$ cat config.mk
export PLATFORM = sky130hd
export DESIGN_NAME = ppm_frame_decoder
export DESIGN_NICKNAME = d
export VERILOG_FILES = /design/src/hdl/ppmfd_pkg.sv /design/src/hdl/ppm_frame_decoder.sv
export SDC_FILE = /design/constraint.sdc
export NUM_CORES = 1
export LEC_CHECK = 0
export BUFFER_PORTS_ARGS = -buffer_cell sky130_fd_sc_hd__buf_2
export CORE_MARGIN = 5
export CORE_UTILIZATION = 63
export DETAILED_ROUTE_END_ITERATION = 10
export GPL_TIMING_DRIVEN = 0
export PLACE_DENSITY = 0.81
export SLEW_MARGIN = 20
export SYNTH_ARGS = -nofsm -noshare
export SYNTH_HDL_FRONTEND = slang
export SYNTH_SLANG_ARGS = --single-unit
$ cat constraint.sdc
create_clock -name clock -period 9.6 [get_ports clock]
set_input_delay 1.92 -clock clock [delete_from_list [all_inputs] [get_ports clock]]
set_output_delay 1.92 -clock clock [all_outputs]
set_load 0.02 [all_outputs]
$ cat src/hdl/ppmfd_pkg.sv
// ----------------------------------------------------------------------------
// PPM frame decoder package
// Widths, register indexes, reset values and helpers for the PPM decoder.
// ----------------------------------------------------------------------------
package ppmfd_pkg;

   // Field widths.
   localparam int TIME_W    = 16;
   localparam int CHAN_OUT_W = 4;
   localparam int CSR_IDX_W = 3;
   localparam int CSR_DAT_W = 16;
   localparam int PROD_W    = 2 * TIME_W;
   localparam int SUM_W     = PROD_W + 2;

   // Default number of channels in one frame.
   localparam int NUM_CHANNELS_DEF = 8;

   // Configuration register indexes.
   localparam logic [CSR_IDX_W-1:0] CSR_COUNT_MIN  = 3'd0;
   localparam logic [CSR_IDX_W-1:0] CSR_COUNT_MAX  = 3'd1;
   localparam logic [CSR_IDX_W-1:0] CSR_ROLL_LOW   = 3'd2;
   localparam logic [CSR_IDX_W-1:0] CSR_ROLL_HIGH  = 3'd3;
   localparam logic [CSR_IDX_W-1:0] CSR_PITCH_LOW  = 3'd4;
   localparam logic [CSR_IDX_W-1:0] CSR_PITCH_HIGH = 3'd5;
   localparam logic [CSR_IDX_W-1:0] CSR_YAW_LOW    = 3'd6;
   localparam logic [CSR_IDX_W-1:0] CSR_YAW_HIGH   = 3'd7;

   // Register reset values.
   localparam logic [TIME_W-1:0]        COUNT_MIN_RST  = 16'd1000;
   localparam logic [TIME_W-1:0]        COUNT_MAX_RST  = 16'd2000;
   localparam logic signed [TIME_W-1:0] ROLL_LOW_RST   = -16'sd30;
   localparam logic signed [TIME_W-1:0] ROLL_HIGH_RST  = 16'sd30;
   localparam logic signed [TIME_W-1:0] PITCH_LOW_RST  = -16'sd30;
   localparam logic signed [TIME_W-1:0] PITCH_HIGH_RST = 16'sd30;
   localparam logic signed [TIME_W-1:0] YAW_LOW_RST    = -16'sd180;
   localparam logic signed [TIME_W-1:0] YAW_HIGH_RST   = 16'sd180;

   // Channels that carry a mapped attitude target.
   localparam logic [CHAN_OUT_W-1:0] CH_ROLL  = 4'd1;
   localparam logic [CHAN_OUT_W-1:0] CH_PITCH = 4'd2;
   localparam logic [CHAN_OUT_W-1:0] CH_YAW   = 4'd3;

   // Largest and smallest 16-bit signed values.
   localparam logic signed [TIME_W-1:0] S16_MAX = 16'sh7fff;
   localparam logic signed [TIME_W-1:0] S16_MIN = -16'sh8000;

   // Saturate a wide signed sum to 16 bits.
   function automatic logic signed [TIME_W-1:0] sat16(input logic signed [SUM_W-1:0] v);
      logic signed [TIME_W-1:0] r;
      if (v > SUM_W'(32'sd32767)) begin
         r = S16_MAX;
      end else if (v < -SUM_W'(32'sd32768)) begin
         r = S16_MIN;
      end else begin
         r = v[TIME_W-1:0];
      end
      return r;
   endfunction

endpackage

$ cat src/hdl/ppm_frame_decoder.sv
// ----------------------------------------------------------------------------
// PPM frame decoder
// Measures the interval between falling-edge timestamps, tracks the channel
// index across sync gaps and maps the roll, pitch and yaw channels linearly
// from the count range to their target ranges.
// ----------------------------------------------------------------------------
// Sequence: a sync gap or a dropped pulse is absorbed in the idle state; a raw
// channel passes through prep and out into the output register; a mapped channel
// passes through prep, the bit-serial multiplier, the restoring divider, fin and
// out, or from prep straight to out if the count range is empty. One item is in
// work at a time; the next item is accepted once the previous result sits in the
// output register. Reset (synchronous) restores defaults, clears the index.
module ppm_frame_decoder #(
   parameter int NUM_CHANNELS = ppmfd_pkg::NUM_CHANNELS_DEF
) (
   input  logic                                  clock,
   input  logic                                  reset,
   // Input channel.
   input  logic                                  req_valid,
   output logic                                  req_stall,
   input  logic [ppmfd_pkg::TIME_W-1:0]          req_edge_time,
   // Result channel.
   output logic                                  rsp_valid,
   input  logic                                  rsp_stall,
   output logic [ppmfd_pkg::CHAN_OUT_W-1:0]      rsp_channel,
   output logic [ppmfd_pkg::TIME_W-1:0]          rsp_width,
   output logic signed [ppmfd_pkg::TIME_W-1:0]   rsp_target,
   output logic                                  rsp_in_range,
   output logic                                  rsp_frame_last,
   // Configuration port.
   input  logic                                  csr_write,
   input  logic [ppmfd_pkg::CSR_IDX_W-1:0]       csr_index,
   input  logic [ppmfd_pkg::CSR_DAT_W-1:0]       csr_wdata
);

   localparam int TW     = ppmfd_pkg::TIME_W;
   localparam int PW     = ppmfd_pkg::PROD_W;
   localparam int SW     = ppmfd_pkg::SUM_W;
   localparam int CHAN_W = $clog2(NUM_CHANNELS + 1);
   localparam int CNT_W  = $clog2(PW);

   // Sequencer states.
   localparam logic [2:0] ST_IDLE = 3'd0;
   localparam logic [2:0] ST_PREP = 3'd1;
   localparam logic [2:0] ST_MUL  = 3'd2;
   localparam logic [2:0] ST_DIV  = 3'd3;
   localparam logic [2:0] ST_FIN  = 3'd4;
   localparam logic [2:0] ST_OUT  = 3'd5;

   localparam logic [CNT_W-1:0] MUL_LAST = CNT_W'(TW - 1);
   localparam logic [CNT_W-1:0] DIV_LAST = CNT_W'(PW - 1);

   // Configuration registers.
   logic [TW-1:0]        cmin_ff, cmin_in;
   logic [TW-1:0]        cmax_ff, cmax_in;
   logic signed [TW-1:0] roll_lo_ff, roll_lo_in, roll_hi_ff, roll_hi_in;
   logic signed [TW-1:0] pitch_lo_ff, pitch_lo_in, pitch_hi_ff, pitch_hi_in;
   logic signed [TW-1:0] yaw_lo_ff, yaw_lo_in, yaw_hi_ff, yaw_hi_in;

   // Control state.
   logic [2:0]           state_ff, state_in;
   logic [TW-1:0]        prev_ff, prev_in;
   logic [CHAN_W-1:0]    chan_ff, chan_in;
   logic [CNT_W-1:0]     cnt_ff, cnt_in;

   // Working registers for the item in work.
   logic [TW-1:0]        w_ff, w_in;
   logic [ppmfd_pkg::CHAN_OUT_W-1:0] ch_ff, ch_in;
   logic                 inr_ff, inr_in;
   logic                 last_ff, last_in;
   logic                 neg_ff, neg_in;
   logic signed [TW-1:0] lo_ff, lo_in;
   logic [TW-1:0]        bmag_ff, bmag_in;
   logic [TW-1:0]        dmag_ff, dmag_in;
   logic [TW-1:0]        rem_ff, rem_in;
   logic [PW-1:0]        prod_ff, prod_in;
   logic signed [TW-1:0] tgt_ff, tgt_in;

   // Output register.
   logic                 rsp_valid_ff, rsp_valid_in;
   logic [ppmfd_pkg::CHAN_OUT_W-1:0] rsp_channel_ff, rsp_channel_in;
   logic [TW-1:0]        rsp_width_ff, rsp_width_in;
   logic signed [TW-1:0] rsp_target_ff, rsp_target_in;
   logic                 rsp_in_range_ff, rsp_in_range_in;
   logic                 rsp_frame_last_ff, rsp_frame_last_in;

   // Combinational helpers.
   logic                 accept;
   logic                 out_free;
   logic [TW-1:0]        now_w;
   logic signed [TW:0]   diff_a, diff_b, diff_d;
   logic signed [TW-1:0] sel_lo, sel_hi;
   logic                 is_map;
   logic [TW:0]          mul_sum;
   logic [TW:0]          div_trial;
   logic [TW:0]          div_part;
   logic signed [SW-1:0] lo_ext, q_ext, fin_sum;

   assign accept   = req_valid && (state_ff == ST_IDLE);
   assign out_free = !rsp_valid_ff || !rsp_stall;
   assign now_w    = req_edge_time - prev_ff;

   // Select the target range of the current channel.
   always_comb begin
      case (ch_ff)
         ppmfd_pkg::CH_ROLL: begin
            sel_lo = roll_lo_ff;
            sel_hi = roll_hi_ff;
         end
         ppmfd_pkg::CH_PITCH: begin
            sel_lo = pitch_lo_ff;
            sel_hi = pitch_hi_ff;
         end
         default: begin
            sel_lo = yaw_lo_ff;
            sel_hi = yaw_hi_ff;
         end
      endcase
   end

   // Operands of the linear map, signed 17 bits each.
   assign is_map = (ch_ff == ppmfd_pkg::CH_ROLL) || (ch_ff == ppmfd_pkg::CH_PITCH) ||
                   (ch_ff == ppmfd_pkg::CH_YAW);
   assign diff_a = $signed({1'b0, w_ff}) - $signed({1'b0, cmin_ff});
   assign diff_b = $signed({sel_hi[TW-1], sel_hi}) - $signed({sel_lo[TW-1], sel_lo});
   assign diff_d = $signed({1'b0, cmax_ff}) - $signed({1'b0, cmin_ff});

   // One multiplier bit and one quotient bit per cycle.
   assign mul_sum   = {1'b0, prod_ff[PW-1:TW]} + (prod_ff[0] ? {1'b0, bmag_ff} : '0);
   assign div_part  = {rem_ff, prod_ff[PW-1]};
   assign div_trial = div_part - {1'b0, dmag_ff};

   // Final correction: apply the sign to the quotient and add the range low.
   assign lo_ext  = SW'(lo_ff);
   assign q_ext   = $signed({2'b00, prod_ff});
   assign fin_sum = neg_ff ? (lo_ext - q_ext) : (lo_ext + q_ext);

   // Next-state logic.
   always_comb begin
      cmin_in     = cmin_ff;
      cmax_in     = cmax_ff;
      roll_lo_in  = roll_lo_ff;
      roll_hi_in  = roll_hi_ff;
      pitch_lo_in = pitch_lo_ff;
      pitch_hi_in = pitch_hi_ff;
      yaw_lo_in   = yaw_lo_ff;
      yaw_hi_in   = yaw_hi_ff;

      state_in = state_ff;
      prev_in  = prev_ff;
      chan_in  = chan_ff;
      cnt_in   = cnt_ff;
      w_in     = w_ff;
      ch_in    = ch_ff;
      inr_in   = inr_ff;
      last_in  = last_ff;
      neg_in   = neg_ff;
      lo_in    = lo_ff;
      bmag_in  = bmag_ff;
      dmag_in  = dmag_ff;
      rem_in   = rem_ff;
      prod_in  = prod_ff;
      tgt_in   = tgt_ff;

      rsp_valid_in      = rsp_valid_ff && rsp_stall;
      rsp_channel_in    = rsp_channel_ff;
      rsp_width_in      = rsp_width_ff;
      rsp_target_in     = rsp_target_ff;
      rsp_in_range_in   = rsp_in_range_ff;
      rsp_frame_last_in = rsp_frame_last_ff;

      // Register writes.
      if (csr_write) begin
         unique case (csr_index)
            ppmfd_pkg::CSR_COUNT_MIN:  cmin_in     = csr_wdata;
            ppmfd_pkg::CSR_COUNT_MAX:  cmax_in     = csr_wdata;
            ppmfd_pkg::CSR_ROLL_LOW:   roll_lo_in  = $signed(csr_wdata);
            ppmfd_pkg::CSR_ROLL_HIGH:  roll_hi_in  = $signed(csr_wdata);
            ppmfd_pkg::CSR_PITCH_LOW:  pitch_lo_in = $signed(csr_wdata);
            ppmfd_pkg::CSR_PITCH_HIGH: pitch_hi_in = $signed(csr_wdata);
            ppmfd_pkg::CSR_YAW_LOW:    yaw_lo_in   = $signed(csr_wdata);
            ppmfd_pkg::CSR_YAW_HIGH:   yaw_hi_in   = $signed(csr_wdata);
            default: ;
         endcase
      end

      unique case (state_ff)
         ST_IDLE: begin
            // Measure the interval; a sync gap clears the channel index, else it advances up to NUM_CHANNELS.
            if (accept) begin
               prev_in = req_edge_time;
               if (now_w > cmax_ff) begin
                  chan_in = '0;
               end else if (chan_ff >= CHAN_W'(NUM_CHANNELS)) begin
                  chan_in = CHAN_W'(NUM_CHANNELS);
               end else begin
                  w_in     = now_w;
                  ch_in    = ppmfd_pkg::CHAN_OUT_W'(chan_ff);
                  last_in  = (chan_ff == CHAN_W'(NUM_CHANNELS - 1));
                  chan_in  = chan_ff + 1'b1;
                  state_in = ST_PREP;
               end
            end
         end
         ST_PREP: begin
            // Take magnitudes and signs for the serial multiply and divide, or set the target directly.
            inr_in  = (w_ff > cmin_ff) && (w_ff < cmax_ff);
            lo_in   = sel_lo;
            neg_in  = diff_a[TW] ^ diff_b[TW] ^ diff_d[TW];
            bmag_in = diff_b[TW] ? TW'(-diff_b) : diff_b[TW-1:0];
            dmag_in = diff_d[TW] ? TW'(-diff_d) : diff_d[TW-1:0];
            prod_in = {{TW{1'b0}}, (diff_a[TW] ? TW'(-diff_a) : diff_a[TW-1:0])};
            rem_in  = '0;
            cnt_in  = '0;
            if (!is_map) begin
               tgt_in   = w_ff[TW-1] ? ppmfd_pkg::S16_MAX : $signed(w_ff);
               state_in = ST_OUT;
            end else if (cmax_ff == cmin_ff) begin
               tgt_in   = sel_lo;
               state_in = ST_OUT;
            end else begin
               state_in = ST_MUL;
            end
         end
         ST_MUL: begin
            // Shift-add multiply, one multiplier bit per cycle.
            prod_in = {mul_sum, prod_ff[TW-1:1]};
            cnt_in  = cnt_ff + 1'b1;
            if (cnt_ff == MUL_LAST) begin
               cnt_in   = '0;
               state_in = ST_DIV;
            end
         end
         ST_DIV: begin
            // Restoring divide, one quotient bit per cycle.
            if (!div_trial[TW]) begin
               rem_in  = div_trial[TW-1:0];
               prod_in = {prod_ff[PW-2:0], 1'b1};
            end else begin
               rem_in  = div_part[TW-1:0];
               prod_in = {prod_ff[PW-2:0], 1'b0};
            end
            cnt_in = cnt_ff + 1'b1;
            if (cnt_ff == DIV_LAST) begin
               state_in = ST_FIN;
            end
         end
         ST_FIN: begin
            tgt_in   = ppmfd_pkg::sat16(fin_sum);
            state_in = ST_OUT;
         end
         ST_OUT: begin
            // Hand the result to the output register once it is free.
            if (out_free) begin
               rsp_valid_in      = 1'b1;
               rsp_channel_in    = ch_ff;
               rsp_width_in      = w_ff;
               rsp_target_in     = tgt_ff;
               rsp_in_range_in   = inr_ff;
               rsp_frame_last_in = last_ff;
               state_in          = ST_IDLE;
            end
         end
         default: begin
            state_in = ST_IDLE;
         end
      endcase
   end

   // Registers.
   always_ff @(posedge clock) begin
      if (reset) begin
         cmin_ff      <= ppmfd_pkg::COUNT_MIN_RST;
         cmax_ff      <= ppmfd_pkg::COUNT_MAX_RST;
         roll_lo_ff   <= ppmfd_pkg::ROLL_LOW_RST;
         roll_hi_ff   <= ppmfd_pkg::ROLL_HIGH_RST;
         pitch_lo_ff  <= ppmfd_pkg::PITCH_LOW_RST;
         pitch_hi_ff  <= ppmfd_pkg::PITCH_HIGH_RST;
         yaw_lo_ff    <= ppmfd_pkg::YAW_LOW_RST;
         yaw_hi_ff    <= ppmfd_pkg::YAW_HIGH_RST;
         state_ff     <= ST_IDLE;
         prev_ff      <= '0;
         chan_ff      <= '0;
         cnt_ff       <= '0;
         rsp_valid_ff <= 1'b0;
      end else begin
         cmin_ff      <= cmin_in;
         cmax_ff      <= cmax_in;
         roll_lo_ff   <= roll_lo_in;
         roll_hi_ff   <= roll_hi_in;
         pitch_lo_ff  <= pitch_lo_in;
         pitch_hi_ff  <= pitch_hi_in;
         yaw_lo_ff    <= yaw_lo_in;
         yaw_hi_ff    <= yaw_hi_in;
         state_ff     <= state_in;
         prev_ff      <= prev_in;
         chan_ff      <= chan_in;
         cnt_ff       <= cnt_in;
         rsp_valid_ff <= rsp_valid_in;
      end
   end

   // Payload registers.
   always_ff @(posedge clock) begin
      w_ff              <= w_in;
      ch_ff             <= ch_in;
      inr_ff            <= inr_in;
      last_ff           <= last_in;
      neg_ff            <= neg_in;
      lo_ff             <= lo_in;
      bmag_ff           <= bmag_in;
      dmag_ff           <= dmag_in;
      rem_ff            <= rem_in;
      prod_ff           <= prod_in;
      tgt_ff            <= tgt_in;
      rsp_channel_ff    <= rsp_channel_in;
      rsp_width_ff      <= rsp_width_in;
      rsp_target_ff     <= rsp_target_in;
      rsp_in_range_ff   <= rsp_in_range_in;
      rsp_frame_last_ff <= rsp_frame_last_in;
   end

   assign req_stall      = (state_ff != ST_IDLE);
   assign rsp_valid      = rsp_valid_ff;
   assign rsp_channel    = rsp_channel_ff;
   assign rsp_width      = rsp_width_ff;
   assign rsp_target     = rsp_target_ff;
   assign rsp_in_range   = rsp_in_range_ff;
   assign rsp_frame_last = rsp_frame_last_ff;

endmodule
Word level (Yosys, flattened, before mapping). Index checks and enable logic that the tools add are counted. Widths: inputs -> output; s select.

Reduce and logical (&&, ||, !) cells: 27. Add/sub/neg operators: 13. Order comparisons: 6. Eq/ne operators: 26. Muxes and demuxes: 32. Bitwise operators: 4.

Operators by type and width (count): $mux 16 (9); $pmux 16 s2 (4); $pmux 32 s3 (1); $sub 16x16->17 (3); $neg 16->16 (3); $add 16x33->34 (1); $gt 34x16->1 const B (1); $lt 34x16->1 const B (1); $mux 34 (1); $sub 16x33->34 (1); $gt 16x16->1 (2); $mux 3 (8); $reduce_and 2->1 (11); $eq 3x3->1 const B (6); $pmux 3 s6 (1); $add 16x16->17 (1); $sub 17x16->17 (1); $eq 16x16->1 (1); $lt 16x16->1 (1); $sub 16x16->16 (1); $mux 15 (1); $pmux 5 s3 (1); $eq 3x2->1 const B (4); $ne 2x2->1 const B (6); other kinds (23) (38).

Flip-flop bits (word level): 330. Input bits: 40.

Longest topological paths before layout. Gate-level depths: netlist of run 1.

Depth in word-level cells: 6. Gate-level depth with buffers: 24. Mapped depth without buffers: 24.

Worst setup path after synthesis of run 1. Ideal clock, no wire load.

Path kind: input -> register. Start: input req_edge_time[0] (netlist bit). End: register ch_ff[0] (netlist bit) (enable). Required time: 9.144 ns. Setup time: 0.456 ns. Path slack: 1.506 ns. Cell stages on the path: 21. Path buffers: 0. Data arrival time: 7.638 ns. Path through: inv_1 > ha_1 > inv_1 > fa_1 > a21o_1 > a21oi_1 > o21ai_0 > a21oi_1 > o21bai_1 > a21oi_1 > o21bai_1 > a2111oi_0 > o31ai_1 > a21oi_1 > xnor2_1 > ha_1 > nand4_1 > nor4_1 > or3_1 > o32ai_1 > nor4_1.

Longest elaborated chain between the ends: 4.

Ends and longest elaborated chain: from (decl) (RTL line ppm_frame_decoder.sv:21) `input logic [ppmfd_pkg::TIME_W-1:0] req_edge_time,`; $sub 16x16->16 (RTL line ppm_frame_decoder.sv:101) `assign now_w = req_edge_time - prev_ff;`; net now_w[14] (RTL line ppm_frame_decoder.sv:90) `logic [TW-1:0] now_w;`; $gt 16x16->1 (RTL line ppm_frame_decoder.sv:192) `if (now_w > cmax_ff) begin`; $not 1->1 (no line); $reduce_and 4->1 (no line); to (signal assigned) (RTL line ppm_frame_decoder.sv:306) `ch_ff <= ch_in;`; to (decl) (RTL line ppm_frame_decoder.sv:68) `logic [ppmfd_pkg::CHAN_OUT_W-1:0] ch_ff, ch_in;`.

The timed path passes the listed nets, and every way through them passes these cells. A chain may end at the register's enable or synchronous reset.

Worst setup path after layout of run 1.
Start: input req_edge_time[0] (netlist bit). End: register state_ff[0].

Longest elaborated chain between the ends: 4.

Ends and longest elaborated chain: $sub 16x16->16 (RTL line ppm_frame_decoder.sv:101); net now_w[14] (RTL line ppm_frame_decoder.sv:90); $gt 16x16->1 (RTL line ppm_frame_decoder.sv:192); $ne 2x2->1 (no line); $reduce_and 6->1 (no line); to (signal assigned) (RTL line ppm_frame_decoder.sv:295) `state_ff <= state_in;`; to (decl) (RTL line ppm_frame_decoder.sv:61) `logic [2:0] state_ff, state_in;`.

The timed path passes the listed nets, and every way through them passes these cells.

==> impl_summary.log, run 1 <==
INFO  metric cp_slowest_stage_delay = 0.89 ns
INFO  metric number_of_cell_rows = 67
INFO  metric grt_pass1_wl = 93.3 mm
INFO  metric final.min_clock_period = 7.60 ns
INFO  metric die_x_extent = 195 µm
INFO  metric type_of_the_setup_path_with_the_least_slack = in -> reg
INFO  metric drc = 0
INFO  metric gpl.final_weighted_congestion = 0.977
INFO  metric final_number_of_setup_violating_endpoints = 0
INFO  metric final.setup_skew = 0.0375 ns
INFO  metric ant_nets = 0
INFO  metric synth_seq_area_share = 0.388
INFO  metric worst_path_dominant_cell_family = compound AO/OA/AOI/OAI gates
INFO  metric yosys_warnings = 0
INFO  metric outcome = completed
INFO  metric final_cell_count_no_fill = 2,980
INFO  metric cts_resized = 0
INFO  metric syn_avg_cell_area = 8.94 µm²
INFO  metric worst-endpoint-arrival = a little over 8 ns
INFO  metric final-hold-violation-count = 0
INFO  metric startpoint_type = input port
INFO  metric timing.final.ws_setup = around 2 ns
INFO  metric placed_cells = roughly 2.9k
INFO  metric p_per_area = 369 mW/mm²
INFO  metric drt_first_iter_violations = 1,720
INFO  metric vias = 18.4k
INFO  metric maxCapViolCount = 0
INFO  metric ys_seq_elements = 330
INFO  metric finalMaxSlewViolations = 0
INFO  metric syn-instance-count = 2,401
INFO  metric port_buffers = 60
INFO  metric pin_count_of_the_biggest_net_entering_global_routing = 28
INFO  metric vias_per_cell = 6.19
INFO  metric synth.largest_area_cell = sky130_fd_sc_hd__edfxtp_1
INFO  metric multi_input_area = 0.0122 mm²
INFO  metric ctsHoldBuffers = 0
INFO  metric drt_pass1_iterations = 8
INFO  metric max-vdd-ir-drop = 0.200 mV
INFO  metric dpl_worst_slack = ~1.7 ns
INFO  metric final_core_util = 0.705
INFO  metric grt_overflow = 0
INFO  metric synth_largest_type_area_fraction = 0.242
INFO  metric grt_antenna_before_repair = 0
INFO  metric worst_pin_slew = ~1.0 ns
INFO  metric grtUsageTotal = 0.303
INFO  metric root_buffer = sky130_fd_sc_hd__clkbuf_16
INFO  metric top_library_cells_by_usage_in_the_layout_fill_and_taps_aside = sky130_fd_sc_hd__nand2_1 (348), sky130_fd_sc_hd__a21oi_1 (199), sky130_fd_sc_hd__edfxtp_1 (173)
INFO  metric critPathMaxFanout = 4
INFO  metric y_dimension_of_the_die = between 150 and 200 µm
INFO  metric clock-sinks = 330
INFO  metric layout.filler_cells = 2,550
INFO  metric clk_transition_reported_paths = 0.06 ns
INFO  metric postRouteWirelength = 59.4 mm
INFO  metric postSynth.asyncResetShare = 0
INFO  metric achievable-frequency = 132 MHz
INFO  metric cp-end-kind = flip-flop
INFO  metric mostFrequentLayoutCell = sky130_fd_sc_hd__nand2_1
INFO  metric post_synth_num_cell_types = 81
INFO  metric power.leakage = 9.46 nW
INFO  metric synth-edff-count = between 150 and 200
INFO  metric post-dp-hpwl = roughly 45 mm
INFO  metric final_layout_size_suffix_gt1_frac = 0.0699
INFO  metric classification_of_the_worst_slack_hold_path = reg -> reg
INFO  metric top_level_ports = 80
INFO  metric critPathSlowestCell = sky130_fd_sc_hd__o41ai_1
INFO  metric area_delta_synth_final = 10.4%
INFO  metric cts_htree_levels = 2
INFO  metric mappedNetlistArea = 0.0215 mm²
INFO  metric syn_nets = 2,617
INFO  metric post_synth_main_area_contributors = sky130_fd_sc_hd__edfxtp_1 (24%), sky130_fd_sc_hd__dfxtp_1 (15%), sky130_fd_sc_hd__ha_1 (9.9%), sky130_fd_sc_hd__nand2_1 (6.1%), sky130_fd_sc_hd__xnor2_1 (5.1%)
INFO  metric clock_path_buffers = 3
INFO  metric cts_buffers = 36
INFO  metric start_util = 0.639
INFO  metric synth_flop_cell = sky130_fd_sc_hd__edfxtp_1
INFO  metric path_buf_inv = 3
INFO  metric fp.dieArea = between 0.03 and 0.04 mm²
INFO  metric rsz0062_at_grt = no
INFO  metric tritoncts = yes
INFO  metric fin_setup_tns = 0 ns
INFO  metric vias_in_the_first_global_route = 17.6k
INFO  metric timing.critical_path.mode_cell = sky130_fd_sc_hd__a21oi_1
INFO  metric required = 10.07 ns
INFO  metric finalCritPeriodShare = 0.791
INFO  metric cts.repair_timing.setup_buffer_count = 0
INFO  metric final-seq-area = around 0.0083 mm²
INFO  metric final_nets = 2,723
INFO  metric antenna_cells_inserted = 0
INFO  metric slew-limit-headroom = 0.312
INFO  metric wirelength_per_cell = 19.9 µm
INFO  metric placeableCoreArea = between 0.03 and 0.04 mm²
INFO  metric worst_skew_pair.late_latency = 0.54 ns
[flip-flops by register name, summed over array words and instances (netlist names), 3 cells and up]
register / cells
rsp_target: 16
pitch_hi_ff: 16
rsp_width: 16
chan_ff: 4
roll_lo_ff: 16
state_ff: 3
pitch_lo_ff: 16
prod_ff: 32
cnt_ff: 5
w_ff: 16
yaw_lo_ff: 16
cmax_ff: 16
dmag_ff: 16
ch_ff: 4
tgt_ff: 16
cmin_ff: 16
rsp_channel: 4
roll_hi_ff: 16
lo_ff: 16
rem_ff: 16
prev_ff: 16
yaw_hi_ff: 16
bmag_ff: 16
[cell families after synthesis]
group                      after synthesis  share of synthesized area
adders and majority gates              176                      0.105
xor gates and xnor gates               170                     0.0694
and+or+nand+nor                        830                      0.182
DFF                                    330                      0.388
buffers and inverters                  255                     0.0461
muxes                                   31                     0.0145
AOI/OAI and AO/OA                      609                      0.195
[worst paths after layout]
kind	depth (start not counted)	start	slack, ns	to
setup / recovery	25	req_edge_time[0]	2.00	state_ff[0]
hold reg to reg	0	tgt_ff[0]	0.42	rsp_target[0]
setup reg to reg	23	prev_ff[0]	3.21	state_ff[0]
hold / removal	0	tgt_ff[0]	0.42	rsp_target[0]
[synthesized netlist by cell type (30+ instances only)]
master,number
sky130_fd_sc_hd__edfxtp_1,173
sky130_fd_sc_hd__a21oi_1,200
sky130_fd_sc_hd__clkbuf_1,81
sky130_fd_sc_hd__nand2_1,348
sky130_fd_sc_hd__nor2b_1,51
sky130_fd_sc_hd__o21ai_0,77
sky130_fd_sc_hd__a21o_1,52
sky130_fd_sc_hd__xor2_1,44
sky130_fd_sc_hd__xnor2_1,126
sky130_fd_sc_hd__inv_1,149
sky130_fd_sc_hd__nand2b_1,30
sky130_fd_sc_hd__nor3_1,43
sky130_fd_sc_hd__nand3_1,38
sky130_fd_sc_hd__nor2_1,164
sky130_fd_sc_hd__a22oi_1,40
sky130_fd_sc_hd__mux2i_1,30
sky130_fd_sc_hd__a211o_1,40
sky130_fd_sc_hd__ha_1,169
sky130_fd_sc_hd__and2_1,37
sky130_fd_sc_hd__dfxtp_1,157
[layout make-up]
cell class,count,area share
Clock buffer,43,0.0391
Clock inverter,20,0.0113
Sequential cell,330,0.352
Multi-Input combinational cell,1816,0.514
Buffer,106,0.0181
Tap cell,448,0.0236
Timing Repair Buffer,68,0.0182
Inverter,149,0.0236
[power by group]
part / internal [W] / leakage [nW] / switching, W
Sequential: 0.00197 / 2.90 / 0.000266
Combinational: 0.00200 / 5.98 / 0.00309
Clock: 0.000854 / 0.580 / 0.000563
[per-stage QoR]
| stage | power, W | instance area (µm²) | hold WS, ns |
|---|---|---|---|
| floorplan | 0.00599 | 21500 | 0.400 |
| global placement | 0.00700 | 22300 | 0.401 |
| detailed placement | 0.00721 | 22500 | 0.405 |
| CTS | 0.00865 | 23700 | 0.417 |
| global route | 0.00932 | 23700 | 0.429 |
| finish | 0.00874 | 23700 | 0.415 |
[worst reg2reg max path, cell delays in order, from the launching register on]
cell and delay, ns:
sky130_fd_sc_hd__dfxtp_1 0.33, sky130_fd_sc_hd__ha_1 0.16, sky130_fd_sc_hd__inv_1 0.05, sky130_fd_sc_hd__fa_1 0.40, sky130_fd_sc_hd__a21o_1 0.18, sky130_fd_sc_hd__a21oi_1 0.23
sky130_fd_sc_hd__o21ai_0 0.12, sky130_fd_sc_hd__a21oi_1 0.25, sky130_fd_sc_hd__o21bai_1 0.10, sky130_fd_sc_hd__a21oi_1 0.23, sky130_fd_sc_hd__o21bai_1 0.12, sky130_fd_sc_hd__a2111oi_0 0.64
sky130_fd_sc_hd__o31ai_1 0.15, sky130_fd_sc_hd__a21oi_1 0.21, sky130_fd_sc_hd__xnor2_1 0.13, sky130_fd_sc_hd__ha_1 0.31, sky130_fd_sc_hd__nand4_1 0.15, sky130_fd_sc_hd__nor4_1 0.46
sky130_fd_sc_hd__or3_1 0.17, sky130_fd_sc_hd__o32ai_1 0.16, sky130_fd_sc_hd__o41ai_1 0.89, sky130_fd_sc_hd__o211ai_1 0.35, sky130_fd_sc_hd__o41ai_1 0.37, sky130_fd_sc_hd__a311o_1 0.17
[routing by layer]
layer  vias to the layer above  wire [µm]  track usage
li1                       8776          -            -
met2                       786      27100        0.495
met5                         -          0            0
met3                       152       5410       0.0538
met4                         0       2320        0.107
met1                      8729      24600        0.407
No activity file was read; power rests on OpenSTA's default activity.
==> inputs of run 2 (changes only) <==
CORE_UTILIZATION = 57   (was 63)
PLACE_DENSITY = 0.77   (was 0.81)
clock period = 6.77 ns   (was 9.6 ns; I/O delays follow)
==> run 2 against run 1 <==
Effect of this change: core utilization down 6.5 points; wire length grew 1.3%; critical path type unchanged; total power is 43% higher; worst hold slack is essentially flat; final cell count grew 2.2%; setup slack lost 1.6 ns; critical path depth down 1.
==> impl_summary.log, run 2 (synthesized netlist as in run 1, its figures left out) <==
INFO  metric outcome = completed
INFO  metric root_buffer = sky130_fd_sc_hd__clkbuf_16
INFO  metric clk_transition_reported_paths = approximately 0.060 ns
INFO  metric drt_first_iter_violations = 1,514
INFO  metric fp.dieArea = 0.0416 mm²
INFO  metric p_per_area = 524 mW/mm²
INFO  metric critPathMaxFanout = 4
INFO  metric gpl.final_weighted_congestion = approximately 0.94
INFO  metric drc = 0
INFO  metric required = 7.21 ns
INFO  metric tritoncts = yes
INFO  metric grt_antenna_before_repair = 0
INFO  metric placement.cell_area = approximately 0.023 mm²
INFO  metric final-hold-violation-count = 0
INFO  metric clock-sinks = 330
INFO  metric final_layout_size_suffix_gt1_frac = 0.0734
INFO  metric area_delta_synth_final = 11.6%
INFO  metric final.setup_skew = 0.0185 ns
INFO  metric die_x_extent = 204 µm
INFO  metric postLayoutCellArea = 0.0240 mm²
INFO  metric maxCapViolCount = 0
INFO  metric timing.critical_path.mode_cell = sky130_fd_sc_hd__a21oi_1
INFO  metric drt_pass1_iterations = 6
INFO  metric final.min_clock_period = approximately 6.4 ns
INFO  metric ctsHoldBuffers = 0
INFO  metric cts_buffers = 36
INFO  metric port_buffers = 60
INFO  metric final_nets = 2,722
INFO  metric cts_htree_levels = 2
INFO  metric rsz0062_at_grt = no
INFO  metric finalCritPeriodShare = 0.940
INFO  metric cts.repair_timing.setup_buffer_count = 0
INFO  metric slew-limit-headroom = 0.268
INFO  metric number_of_cell_rows = 71
INFO  metric postRouteWirelength = 60.2 mm
INFO  metric grt_overflow = 0
INFO  metric placeableCoreArea = ~0.037 mm²
INFO  metric power.leakage = 9.53 nW
INFO  metric path_buf_inv = 3
INFO  metric start_util = 0.574
INFO  metric worst-endpoint-arrival = 6.81 ns
INFO  metric classification_of_the_worst_slack_hold_path = reg -> reg
INFO  metric grtUsageTotal = 0.284
INFO  metric vias_in_the_first_global_route = 17.7k
INFO  metric y_dimension_of_the_die = between 200 and 250 µm
INFO  metric mostFrequentLayoutCell = sky130_fd_sc_hd__nand2_1
INFO  metric vias_per_cell = approximately 6.0
INFO  metric achievable-frequency = about 160 MHz
INFO  metric total_power = around 0.013 W
INFO  metric type_of_the_setup_path_with_the_least_slack = in -> reg
INFO  metric critPathSlowestCell = sky130_fd_sc_hd__o41ai_2
INFO  metric post-dp-hpwl = approximately 46 mm
INFO  metric crit_chain = buf_2 > inv_1 > ha_1 > inv_1 > fa_1 > a21o_1 > a21oi_1 > o21ai_0 > a21oi_1 > o21bai_1 > a21oi_2 > o21bai_1 > a2111oi_4 > o31ai_1 > a21oi_1 > xnor2_1 > ha_1 > nand4_1 > nor4_4 > or3_1 > o32ai_1 > o41ai_2 > o211ai_1 > a311o_1
INFO  metric grt_pass1_wl = between 90 and 100 mm
INFO  metric finalMaxSlewViolations = 0
INFO  metric worst_pin_slew = 1.09 ns
INFO  metric largest_register_ffs = 32
INFO  metric register_ranked_first_by_flip_flop_count = prod_ff
INFO  metric worst_skew_pair.late_latency = approximately 0.55 ns
INFO  metric cp-end-kind = flip-flop
INFO  metric pin_count_of_the_biggest_net_entering_global_routing = 28
INFO  metric top_library_cells_by_usage_in_the_layout_fill_and_taps_aside = sky130_fd_sc_hd__nand2_1 (348), sky130_fd_sc_hd__a21oi_1 (198), sky130_fd_sc_hd__edfxtp_1 (173)
INFO  metric startpoint_type = input port
INFO  metric wirelength_per_cell = a little under 20 µm
INFO  metric worst_path_dominant_cell_family = compound AO/OA/AOI/OAI gates
INFO  metric max-vdd-ir-drop = between 0.2 and 0.3 mV
INFO  metric vias = 18.3k
INFO  metric fin_setup_tns = 0 ns
INFO  metric final_number_of_setup_violating_endpoints = 0
INFO  metric cp_slowest_stage_delay = 0.67 ns
INFO  metric clock_path_buffers = 3
INFO  metric top_level_ports = 80
INFO  metric ant_nets = 0
-- run 2: cell types whose count changed in the layout (fill, tap and decap cells not counted), sizes merged --
cell / change
clkbuf: +6
clkinv: -5
diode: +2
buf: -1
bufinv: +1
clkinvlp: -1
inv: +1
-- run 2: worst register-to-register path: stages, from the launching register on --
cell and delay, ns:
sky130_fd_sc_hd__edfxtp_1 0.58, sky130_fd_sc_hd__clkbuf_1 0.26, sky130_fd_sc_hd__inv_1 0.13, sky130_fd_sc_hd__ha_1 0.17, sky130_fd_sc_hd__nand2b_1 0.13, sky130_fd_sc_hd__nor4_2 0.38
sky130_fd_sc_hd__and2_1 0.28, sky130_fd_sc_hd__a21oi_1 0.15, sky130_fd_sc_hd__xnor2_1 0.25, sky130_fd_sc_hd__ha_1 0.27, sky130_fd_sc_hd__clkbuf_1 0.20, sky130_fd_sc_hd__a21oi_1 0.21
sky130_fd_sc_hd__o21a_1 0.21, sky130_fd_sc_hd__a21boi_1 0.31, sky130_fd_sc_hd__nand3_1 0.19, sky130_fd_sc_hd__and2_1 0.24, sky130_fd_sc_hd__a311oi_1 0.36, sky130_fd_sc_hd__nand2_1 0.07
sky130_fd_sc_hd__or4_1 0.54, sky130_fd_sc_hd__nor4_2 0.33, sky130_fd_sc_hd__a31oi_1 0.32, sky130_fd_sc_hd__buf_6 0.26, sky130_fd_sc_hd__o2bb2ai_2 0.12
-- run 2: stage by stage --
stage                     hold slack (ns)  worst slack, ns  utilization  std cells
final                               0.415            0.407        0.640       3046
after global routing                0.421           0.0196        0.640       3044
after CTS                           0.414           0.0632        0.639       3044
after detailed placement            0.405           -0.801        0.604       2979
after global placement              0.401            -1.09        0.599       2972
after floorplan                     0.400            0.138            -       2401
-- run 2: routing by layer --
metal  vias to the layer above  global-route usage  wire [µm]
li1                       8769                   -          -
met4                         0               0.104       2160
met2                       681               0.469      27700
met1                      8709               0.376      25700
met5                         -                   0          0
met3                       124              0.0495       4650
-- run 2: path summary, 6_finish.rpt --
| check | depth (start not counted) | endpoint | slack (ns) | from |
|---|---|---|---|---|
| setup reg to reg | 22 | tgt_ff[4] | 0.65 | prod_ff[0] |
| setup / recovery | 24 | state_ff[0] | 0.41 | req_edge_time[0] |
| hold reg to reg | 0 | rsp_target[1] | 0.42 | tgt_ff[1] |
| hold / removal | 0 | rsp_target[1] | 0.42 | tgt_ff[1] |
-- run 2: power breakdown --
group          internal, W  switching, W
clock network      0.00131      0.000833
registers          0.00279      0.000369
logic              0.00285       0.00439
-- run 2: timing repair --
item	in CTS	in global routing
pin swaps	0	3
resized for setup	1	8
gates cloned	0	0
endpoints found under the setup margin	2	26
-- run 2: layout make-up --
class	instances	area, µm²
sequential	330	8340
clock buffer	49	990
tap	511	639
fill	3072	13400
clock inverter	16	299
multi-input combinational	1816	12300
antenna	2	5.00
inverter	149	559
timing repair buffer	67	438
buffer	106	429
